### src/hw/rtl/radix_digit_emitter_top_defines.svh
// Assertion macros shared by the radix digit emitter modules.
// No dependencies; included by the controller and the datapath.
`ifndef RADIX_DIGIT_EMITTER_TOP_DEFINES_SVH
`define RADIX_DIGIT_EMITTER_TOP_DEFINES_SVH

// Consequent must hold in the same cycle as the antecedent.
`define RDE_ASSERT_SAME(label, clk, rst, ante, cons) \
   label: assert property (@(posedge clk) disable iff (rst) (ante) |-> (cons)) \
      else $error("rde: same-cycle check failed");

// Consequent must hold in the cycle after the antecedent.
`define RDE_ASSERT_NEXT(label, clk, rst, ante, cons) \
   label: assert property (@(posedge clk) disable iff (rst) (ante) |=> (cons)) \
      else $error("rde: next-cycle check failed");

`endif

### src/hw/rtl/rde_pkg.sv
// Package for the radix digit emitter: widths, character codes, register
// indexes, state encoding and the controller/datapath interface structs.
// No dependencies.
package rde_pkg;

   localparam int MAX_SYMBOLS = 16;
   localparam int MAX_DIGITS  = 32;

   localparam int NUM_W   = 32;
   localparam int SIZE_W  = 5;
   localparam int SYM_W   = 8;
   localparam int DIGIT_W = 4;
   localparam int ADDR_W  = 5;
   localparam int CNT_W   = 6;
   localparam int IDX_W   = 2;
   localparam int CSR_W   = 64;

   // Long division retires this many quotient bits per cycle.
   localparam int DIV_STEPS = 8;
   localparam int CHUNKS    = NUM_W / DIV_STEPS;
   localparam int STEP_W    = 2;

   localparam logic [SYM_W-1:0] CH_PLUS  = 8'h2B;
   localparam logic [SYM_W-1:0] CH_MINUS = 8'h2D;

   localparam logic [IDX_W-1:0] REG_BASE_SIZE    = 2'd0;
   localparam logic [IDX_W-1:0] REG_SYMBOLS_LOW  = 2'd1;
   localparam logic [IDX_W-1:0] REG_SYMBOLS_HIGH = 2'd2;

   typedef enum logic [3:0] {
      ST_IDLE   = 4'b0001,
      ST_DIVIDE = 4'b0010,
      ST_MINUS  = 4'b0100,
      ST_EMIT   = 4'b1000
   } state_type;

   typedef struct packed {
      logic load;
      logic div;
      logic emit_minus;
      logic rd;
   } dp_cmd_type;

   typedef struct packed {
      logic alph_ok;
      logic negative;
      logic div_done;
      logic read_last;
   } dp_status_type;

endpackage

### src/hw/rtl/rde_ctrl.sv
// Controller of the radix digit emitter: accept, divide, emit sequencing.
// Depends on rde_pkg and radix_digit_emitter_top_defines.svh.
`include "radix_digit_emitter_top_defines.svh"

module rde_ctrl (
   input  logic                   clock,
   input  logic                   reset,
   input  logic                   start,
   output logic                   busy,
   input  rde_pkg::dp_status_type status,
   output rde_pkg::dp_cmd_type    cmd
);
   import rde_pkg::*;

   state_type state_ff, state_in;

   always_comb begin
      state_in       = state_ff;
      cmd            = '0;
      unique case (state_ff)
         ST_IDLE: begin
            if (start && status.alph_ok) begin
               cmd.load = 1'b1;
               state_in = ST_DIVIDE;
            end
         end
         ST_DIVIDE: begin
            cmd.div = 1'b1;
            if (status.div_done) begin
               state_in = status.negative ? ST_MINUS : ST_EMIT;
            end
         end
         ST_MINUS: begin
            // The minus sign goes out while the first digit is being read.
            cmd.emit_minus = 1'b1;
            cmd.rd         = 1'b1;
            state_in       = status.read_last ? ST_IDLE : ST_EMIT;
         end
         ST_EMIT: begin
            cmd.rd = 1'b1;
            if (status.read_last) begin
               state_in = ST_IDLE;
            end
         end
         default: state_in = ST_IDLE;
      endcase
   end

   always_ff @(posedge clock) begin
      if (reset) begin
         state_ff <= ST_IDLE;
      end else begin
         state_ff <= state_in;
      end
   end

   assign busy = (state_ff != ST_IDLE);

   `RDE_ASSERT_NEXT(a_load_divides, clock, reset, cmd.load, state_ff == ST_DIVIDE)
   `RDE_ASSERT_NEXT(a_last_read_idles, clock, reset, cmd.rd && status.read_last, state_ff == ST_IDLE)

endmodule

### src/hw/rtl/rde_dp.sv
// Datapath of the radix digit emitter: configuration registers, alphabet
// check, iterative divider, digit memory and result stage. Depends on rde_pkg
// and radix_digit_emitter_top_defines.svh.
`include "radix_digit_emitter_top_defines.svh"

module rde_dp (
   input  logic                        clock,
   input  logic                        reset,
   input  logic                        csr_we,
   input  logic [rde_pkg::IDX_W-1:0]   csr_index,
   input  logic [rde_pkg::CSR_W-1:0]   csr_data,
   input  logic signed [rde_pkg::NUM_W-1:0] req_number,
   input  rde_pkg::dp_cmd_type         cmd,
   output rde_pkg::dp_status_type      status,
   output logic                        rsp_valid,
   output logic [rde_pkg::SYM_W-1:0]   rsp_symbol,
   output logic                        rsp_last
);
   import rde_pkg::*;

   logic [SIZE_W-1:0]    base_size_ff, base_size_in;
   logic [CSR_W-1:0]     sym_low_ff, sym_low_in;
   logic [CSR_W-1:0]     sym_high_ff, sym_high_in;
   logic [2*CSR_W-1:0]   syms_all;

   logic                 neg_ff, neg_in;
   logic [NUM_W-1:0]     quo_ff, quo_in;
   logic [DIGIT_W-1:0]   rem_ff, rem_in;
   logic [STEP_W-1:0]    step_ff, step_in;
   logic [CNT_W-1:0]     cnt_ff, cnt_in;

   logic [NUM_W-1:0]     div_quo;
   logic [DIGIT_W-1:0]   div_rem;
   logic                 chunk_last;
   logic [NUM_W-1:0]     num_u;
   logic [ADDR_W-1:0]    rd_addr;

   logic [DIGIT_W-1:0]   digit_mem [MAX_DIGITS];
   logic [DIGIT_W-1:0]   rd_digit_ff;
   logic                 rd_valid_ff;
   logic                 rd_last_ff, rd_last_in;

   logic                 rsp_valid_ff, rsp_valid_in;
   logic [SYM_W-1:0]     rsp_symbol_ff, rsp_symbol_in;
   logic                 rsp_last_ff, rsp_last_in;

   function automatic logic check_alphabet(input logic [SIZE_W-1:0] size,
                                           input logic [2*CSR_W-1:0] syms);
      logic             ok;
      logic [SYM_W-1:0] si;
      logic [SYM_W-1:0] sj;
      ok = (size >= SIZE_W'(2)) && (size <= SIZE_W'(MAX_SYMBOLS));
      for (int i = 0; i < MAX_SYMBOLS; i++) begin
         si = syms[i*SYM_W +: SYM_W];
         if (SIZE_W'(i) < size) begin
            if (si == CH_PLUS || si == CH_MINUS) begin
               ok = 1'b0;
            end
            for (int j = i + 1; j < MAX_SYMBOLS; j++) begin
               sj = syms[j*SYM_W +: SYM_W];
               if (SIZE_W'(j) < size && sj == si) begin
                  ok = 1'b0;
               end
            end
         end
      end
      return ok;
   endfunction

   assign syms_all = {sym_high_ff, sym_low_ff};
   assign num_u    = req_number;

   // Configuration writes.
   always_comb begin
      base_size_in = base_size_ff;
      sym_low_in   = sym_low_ff;
      sym_high_in  = sym_high_ff;
      if (csr_we) begin
         unique case (csr_index)
            REG_BASE_SIZE:    base_size_in = csr_data[SIZE_W-1:0];
            REG_SYMBOLS_LOW:  sym_low_in   = csr_data;
            REG_SYMBOLS_HIGH: sym_high_in  = csr_data;
            default: ;
         endcase
      end
   end

   // Eight restoring division steps per cycle; the remainder stays below
   // the radix, so four bits hold it between steps.
   always_comb begin
      logic [SIZE_W-1:0]  trial;
      logic [DIGIT_W-1:0] r;
      logic [NUM_W-1:0]   q;
      r = rem_ff;
      q = quo_ff;
      for (int i = 0; i < DIV_STEPS; i++) begin
         trial = {r, q[NUM_W-1]};
         q     = {q[NUM_W-2:0], 1'b0};
         if (trial >= base_size_ff) begin
            trial = trial - base_size_ff;
            q[0]  = 1'b1;
         end
         r = trial[DIGIT_W-1:0];
      end
      div_quo = q;
      div_rem = r;
   end

   assign chunk_last = (step_ff == STEP_W'(CHUNKS - 1));
   assign rd_addr    = cnt_ff[ADDR_W-1:0] - ADDR_W'(1);

   always_comb begin
      neg_in  = neg_ff;
      quo_in  = quo_ff;
      rem_in  = rem_ff;
      step_in = step_ff;
      cnt_in  = cnt_ff;
      if (cmd.load) begin
         neg_in  = num_u[NUM_W-1];
         quo_in  = num_u[NUM_W-1] ? (~num_u + NUM_W'(1)) : num_u;
         rem_in  = '0;
         step_in = '0;
         cnt_in  = '0;
      end else if (cmd.div) begin
         quo_in  = div_quo;
         step_in = step_ff + STEP_W'(1);
         if (chunk_last) begin
            rem_in = '0;
            cnt_in = cnt_ff + CNT_W'(1);
         end else begin
            rem_in = div_rem;
         end
      end else if (cmd.rd) begin
         cnt_in = cnt_ff - CNT_W'(1);
      end
   end

   always_comb begin
      rd_last_in    = (cnt_ff == CNT_W'(1));
      rsp_valid_in  = rd_valid_ff || cmd.emit_minus;
      rsp_last_in   = cmd.emit_minus ? 1'b0 : rd_last_ff;
      rsp_symbol_in = cmd.emit_minus ? CH_MINUS
                                     : syms_all[{rd_digit_ff, 3'b000} +: SYM_W];
   end

   always_ff @(posedge clock) begin
      if (reset) begin
         base_size_ff <= '0;
         sym_low_ff   <= '0;
         sym_high_ff  <= '0;
         neg_ff       <= 1'b0;
         quo_ff       <= '0;
         rem_ff       <= '0;
         step_ff      <= '0;
         cnt_ff       <= '0;
         rd_valid_ff  <= 1'b0;
         rsp_valid_ff <= 1'b0;
      end else begin
         base_size_ff <= base_size_in;
         sym_low_ff   <= sym_low_in;
         sym_high_ff  <= sym_high_in;
         neg_ff       <= neg_in;
         quo_ff       <= quo_in;
         rem_ff       <= rem_in;
         step_ff      <= step_in;
         cnt_ff       <= cnt_in;
         rd_valid_ff  <= cmd.rd;
         rsp_valid_ff <= rsp_valid_in;
      end
   end

   always_ff @(posedge clock) begin
      rd_last_ff    <= rd_last_in;
      rsp_last_ff   <= rsp_last_in;
      rsp_symbol_ff <= rsp_symbol_in;
   end

   // Digit memory: digits are written least significant first and read back
   // in reverse order.
   always_ff @(posedge clock) begin
      if (cmd.div && chunk_last) begin
         digit_mem[cnt_ff[ADDR_W-1:0]] <= div_rem;
      end
   end

   always_ff @(posedge clock) begin
      if (cmd.rd) begin
         rd_digit_ff <= digit_mem[rd_addr];
      end
   end

   // The digit loop ends on a zero quotient or when the memory is full.
   assign status.alph_ok   = check_alphabet(base_size_ff, syms_all);
   assign status.negative  = neg_ff;
   assign status.div_done  = chunk_last &&
                             ((div_quo == '0) || (cnt_ff == CNT_W'(MAX_DIGITS - 1)));
   assign status.read_last = (cnt_ff == CNT_W'(1));

   assign rsp_valid  = rsp_valid_ff;
   assign rsp_symbol = rsp_symbol_ff;
   assign rsp_last   = rsp_last_ff;

   `RDE_ASSERT_SAME(a_read_not_empty, clock, reset, cmd.rd, cnt_ff != '0)
   `RDE_ASSERT_NEXT(a_gap_after_last, clock, reset, rsp_valid_ff && rsp_last_ff, !rsp_valid_ff)

endmodule

### src/hw/rtl/radix_digit_emitter_top.sv
// Top level of the radix digit emitter: controller plus datapath.
// Depends on rde_pkg, rde_ctrl and rde_dp.
//
// Usage: write base_size (index 0), symbols_low (1) and symbols_high (2)
// on the csr_ channel while the block is idle; csr_ready is always high and
// other indexes are ignored. Present a number on req_number with start high;
// it is taken at a rising edge where start is high and busy is low.
// An invalid alphabet (fewer than two symbols, more than sixteen, a repeat,
// or a plus or minus sign among them) takes the item and emits nothing.
// Otherwise the text comes out one character per cycle on rsp_symbol, marked
// by rsp_valid, minus sign first for a negative number, most significant
// digit next, rsp_last on the final character. The receiver cannot stall.
// The divider retires eight quotient bits per cycle and works out each digit
// as a full division of the quotient; the digit memory is then read once
// per cycle, and a minus sign goes out alongside the first read. A new
// item is taken only once busy falls after the last digit is read. A minus
// sign passes through the result register only; a digit passes through the
// read register and then the result register.
// Reset (synchronous, active high) clears the sequencer and all registers
// but the read digit and the last and symbol registers of the result stage;
// the digit memory needs no clearing since every digit is written before
// it is read.
module radix_digit_emitter_top (
   input  logic                              clock,
   input  logic                              reset,
   input  logic                              start,
   output logic                              busy,
   input  logic signed [rde_pkg::NUM_W-1:0]  req_number,
   output logic                              rsp_valid,
   output logic [rde_pkg::SYM_W-1:0]         rsp_symbol,
   output logic                              rsp_last,
   input  logic                              csr_valid,
   output logic                              csr_ready,
   input  logic [rde_pkg::IDX_W-1:0]         csr_index,
   input  logic [rde_pkg::CSR_W-1:0]         csr_data
);
   import rde_pkg::*;

   dp_cmd_type    cmd;
   dp_status_type status;

   assign csr_ready = 1'b1;

   rde_ctrl u_ctrl (
      .clock  (clock),
      .reset  (reset),
      .start  (start),
      .busy   (busy),
      .status (status),
      .cmd    (cmd)
   );

   rde_dp u_dp (
      .clock      (clock),
      .reset      (reset),
      .csr_we     (csr_valid && csr_ready),
      .csr_index  (csr_index),
      .csr_data   (csr_data),
      .req_number (req_number),
      .cmd        (cmd),
      .status     (status),
      .rsp_valid  (rsp_valid),
      .rsp_symbol (rsp_symbol),
      .rsp_last   (rsp_last)
   );

endmodule

### config.mk
export PLATFORM = sky130hd
export DESIGN_NAME = radix_digit_emitter_top
export DESIGN_NICKNAME = d
export VERILOG_FILES = /design/src/hw/rtl/rde_pkg.sv /design/src/hw/rtl/rde_ctrl.sv /design/src/hw/rtl/rde_dp.sv /design/src/hw/rtl/radix_digit_emitter_top.sv
export VERILOG_INCLUDE_DIRS = /design/src /design/src/hw/rtl
export SDC_FILE = /design/constraint.sdc
export NUM_CORES = 1
export LEC_CHECK = 0
export BUFFER_PORTS_ARGS = -buffer_cell sky130_fd_sc_hd__buf_2
export CAP_MARGIN = 20
export CORE_ASPECT_RATIO = 1.5
export CORE_MARGIN = 10
export CORE_UTILIZATION = 35
export CTS_BUF_LIST = sky130_fd_sc_hd__clkbuf_2 sky130_fd_sc_hd__clkbuf_4 sky130_fd_sc_hd__clkbuf_8
export CTS_CLUSTER_DIAMETER = 200
export DETAILED_ROUTE_END_ITERATION = 16
export GPL_TIMING_DRIVEN = 0
export SLEW_MARGIN = 20
export SYNTH_ARGS = -nofsm -noshare
export SYNTH_HDL_FRONTEND = slang
export SYNTH_HIERARCHICAL = 1
export SYNTH_SLANG_ARGS = --single-unit
### constraint.sdc
create_clock -name clock -period 13.7 [get_ports clock]
set_clock_uncertainty 0.15 [all_clocks]
set_input_delay 2.055 -clock clock [delete_from_list [all_inputs] [get_ports clock]]
set_output_delay 2.055 -clock clock [all_outputs]
set_load 0.05 [all_outputs]
==> metrics.md <==
| Metric | Value |
|---|---|
| Layout cells sized above 1 | 18.5% |
| Port Buffers | about 110 |
| Final period utilization | 95.9% |
| Switch Pwr | 3.36 mW |
| Status | completed |
| Core ar. | 0.0809 sq mm |
| Cts hold-fix bufs | 0 |
| Crit path launch type | register |
| Post-detail-place hpwl | 105 mm |
| Hold slack | ~320 ps |
| Seq/Total Area, Yosys | around 28% |
| Max Root-Sink Buffers | 3 |
| Number of remaining DRC errors | 0 |
| Yosys top cell by area | xnor2_1 |
| Grt ovf | 0 |
| Synth Area per Inst | 8.93 sq um |
| Top-count cell post-synth | xnor2_1 |
| Crit path top cell by count | a21o_1 |
| Synth Area in Adders | 2.63% |
| CTS tree | done |
| Clock power frac | 12.8% |
| Die Ht | about 370 microns |
| CP max stage delay | 640 ps |
| Part of the power in combinational logic | 57.7% |
| FMAX | 76.1 MHz |
| Worst hold path type | register to register |
| XOR/XNOR Fraction of Synth Area | between 30% and 40% |
| P&R area growth vs syn | 12.3% |
| Synthesized instance count | 3185 |
| H-Tree Level Count | 2 |
| Total track usage | 30.5% |
| First-pass GRT wire length | 202 mm |
| Worst Path Required | 13940 ps |
| Critical path capture point type | register |
| Nets | 3528 |
| Root Buffer Master | clkbuf_8 |
| Drt initial violations | between 2000 and 3000 |
| IO Count | 114 |
| Detailed-router iteration count before antenna repair | 6 |
| Yosys cell types | 74 |
| Worst-margin pin slew | 1110 ps |
| Per-cell routed wire length | 32.9 microns |
| Die Width | 253 microns |
| Post-synthesis compound-gate area fraction | approximately 8.5% |
| Post-synth EDFFs | 132 |
| Period minus WS final | 13140 ps |
| CTS clk-pin slew, worst paths | approximately 60 ps |
| Mapped Area | 0.0284 sq mm |
| Endpoints failing setup | 0 |
| ANT nets after route | 0 |
| Asr flop ratio synth | 0% |
| Data arrival, critical path | 13380 ps |
| Top cells by area, synth | xnor2_1, edfxtp_1, dfxtp_1 |
| Mux share of post-synthesis cell area | 7.12% |
| Vias in the first global route | approximately 26000 |
| Placed insts | 4341 |
| Clock Sinks | 326 |
| Ys Warns | 6 |
| Placed cell areas | 0.0305 sq mm |
| Maximum vdd drop | approximately 0.00064 V |
| Finished Layout Cells | 4459 |
| Pin count of the biggest net entering global routing | 33 |
| Fill cell count | between 8000 and 9000 |
| Vias | 26670 |
| Initial core utilization | 35.2% |
| Commonest cells post-synth | xnor2_1, nand2_1, buf_2, xor2_1, dfxtp_1 |
| Pins Over Slew Limit | 0 |
| CP max stage cell | or3_2 |
| Final wirelength | roughly 150 mm |
| Clock Latency Late Sink | between 700 and 800 ps |
| CP max FO | 16 |
| DR vias/cell | ~6.0 |
| Flop and latch count out of synthesis | 326 |
| Antenna violations before repair | 11 |
| Leak | about 11 nW |
| Area share of the largest cell type after synthesis | 24.5% |
| Largest family of logic cells by synthesized area | XOR/XNOR gates |
| Setup WS pre-CTS | -2570 ps |
| Primary FF master, synth | dfxtp_1 |
| Hold Vio Cnt, Final | 0 |
| Sequential power share | 29.5% |
| Crit path kind | register to register |
| Final non-filler cell area | between 0.03 and 0.04 sq mm |
| Final TNS setup | 0 ps |
| Pwr dens | ~230 mW/mm^2 |
| Setup ws final | roughly 560 ps |
| Total CTS buffers | 53 |
| Number of core rows | 128 |
| Internal power | 4.00 mW |
| Sw Share | 45.7% |
| Relative slew slack | 25.8% |
| Area of the die | 0.0933 sq mm |
| Syn nets | 3342 |
| Simple-gate share of the synthesized area | 15.9% |
| Maximum Capacitance Violations | 0 |
| Final GP Congestion | 1.08 |
layer usage:
layer | up-vias | GRT usage, % | wire length (microns)
met3 | 671 | 7.35 | 13900
met1 | 12829 | 32.4 | 49900
li1 | 11395 | - | -
met2 | 1765 | 50.0 | 67600
met5 | - | 0 | 74
met4 | 10 | 26.8 | 15100
power by group through the flow:
stage	logic (mW)	registers, mW	clock network [mW]
after floorplan	2.31	2.44	0
after global placement	3.03	2.02	0
after detailed placement	3.22	1.94	0
after CTS	4.21	2.16	0.964
after global routing	4.50	2.15	0.997
final	4.25	2.17	0.942
worst max-delay path: cells and delay by family (launching register included):
| kind | cells | cell delay (ps) |
|---|---|---|
| compound gates | 28 | 5690 |
| fa+ha+maj | 8 | 2450 |
| simple gates | 8 | 1810 |
| mux | 4 | 1180 |
| flops | 1 | 300 |
| buf+inv | 6 | 1220 |
kinds of logic (layout without fill, tap and decap cells):
| family | Yosys count | in the layout |
|---|---|---|
| AND/OR/NAND/NOR | 892 | 894 |
| other | 1 | 7 |
| multiplexers | 101 | 101 |
| flip-flops | 326 | 326 |
| XOR/XNOR | 1027 | 1027 |
| adder cells (fa/ha/maj) | 55 | 55 |
| buffers and inverters | 401 | 627 |
| AO/OA/AOI/OAI | 382 | 382 |
sequential cells by signal, indices dropped and copies added, names as in the netlist, 2 cells and up:
register and flops:
u_ctrl/state_ff 4, u_dp/base_size_ff 5, u_dp/cnt_ff 6, u_dp/digit_mem 128, u_dp/quo_ff 32, u_dp/rd_digit_ff 4
u_dp/rem_ff 4, u_dp/rsp_symbol 8, u_dp/step_ff 2, u_dp/sym_high_ff 64, u_dp/sym_low_ff 64
cell usage in the layout (no fill, tap or decap), types with 14 or more instances in the layout:
cell type,netlist,layout
nand4_1,188,188
a211oi_1,55,53
inv_1,39,36
clkbuf_4,0,16
buf_4,4,19
o21ai_0,27,25
ha_1,47,47
buf_2,257,368
nor3_1,72,71
xor2_1,230,230
xnor2_1,797,796
mux4_2,80,80
clkbuf_1,85,78
edfxtp_1,132,132
nor2_1,104,103
a21o_1,30,30
o31ai_1,15,14
dfxtp_1,194,192
clkbuf_8,0,63
a21oi_1,175,170
a31oi_1,29,28
nand2_1,300,299
nor4_1,98,97
nand3_1,27,27
nor2b_1,29,29
final timing paths:
kind / startpoint / to / slack [ps] / depth (start not counted)
setup / recovery: u_dp/base_size_ff[4] / u_dp/digit_mem[11][2] / 560 / 54
hold / removal: u_dp/rd_last_ff / u_dp/rsp_last / 320 / 1
hold reg to reg: u_dp/rd_last_ff / u_dp/rsp_last / 320 / 1
setup reg to reg: u_dp/base_size_ff[4] / u_dp/digit_mem[11][2] / 560 / 54
per-stage QoR:
step / util (%) / total power [mW]
finish: 39.5 / 7.36
global route: 39.5 / 7.65
CTS: 39.3 / 7.33
detailed placement: 37.7 / 5.16
global placement: 37.5 / 5.05
floorplan: - / 4.75
repair_timing:
| item | 4_1_cts | 5_1_grt |
|---|---|---|
| endpoints found under the setup margin | 136 | 129 |
| pin swaps | 2 | 0 |
| setup buffers | 2 | 12 |
| gates resized for setup | 31 | 10 |
| cloned | 2 | 0 |
area by class of cell:
type | instances | area [sq um] | area share (%)
antenna | 6 | 15.0 | 0.0470
buffer | 360 | 1710 | 5.37
clock buffer | 78 | 980 | 3.07
clock inverter | 19 | 173 | 0.541
inverter | 40 | 166 | 0.521
multi-input combinational | 2460 | 19000 | 59.5
sequential | 326 | 7850 | 24.6
tap | 1040 | 1300 | 4.08
timing repair buffer | 130 | 743 | 2.33
No activity file was read; power rests on OpenSTA's default activity.
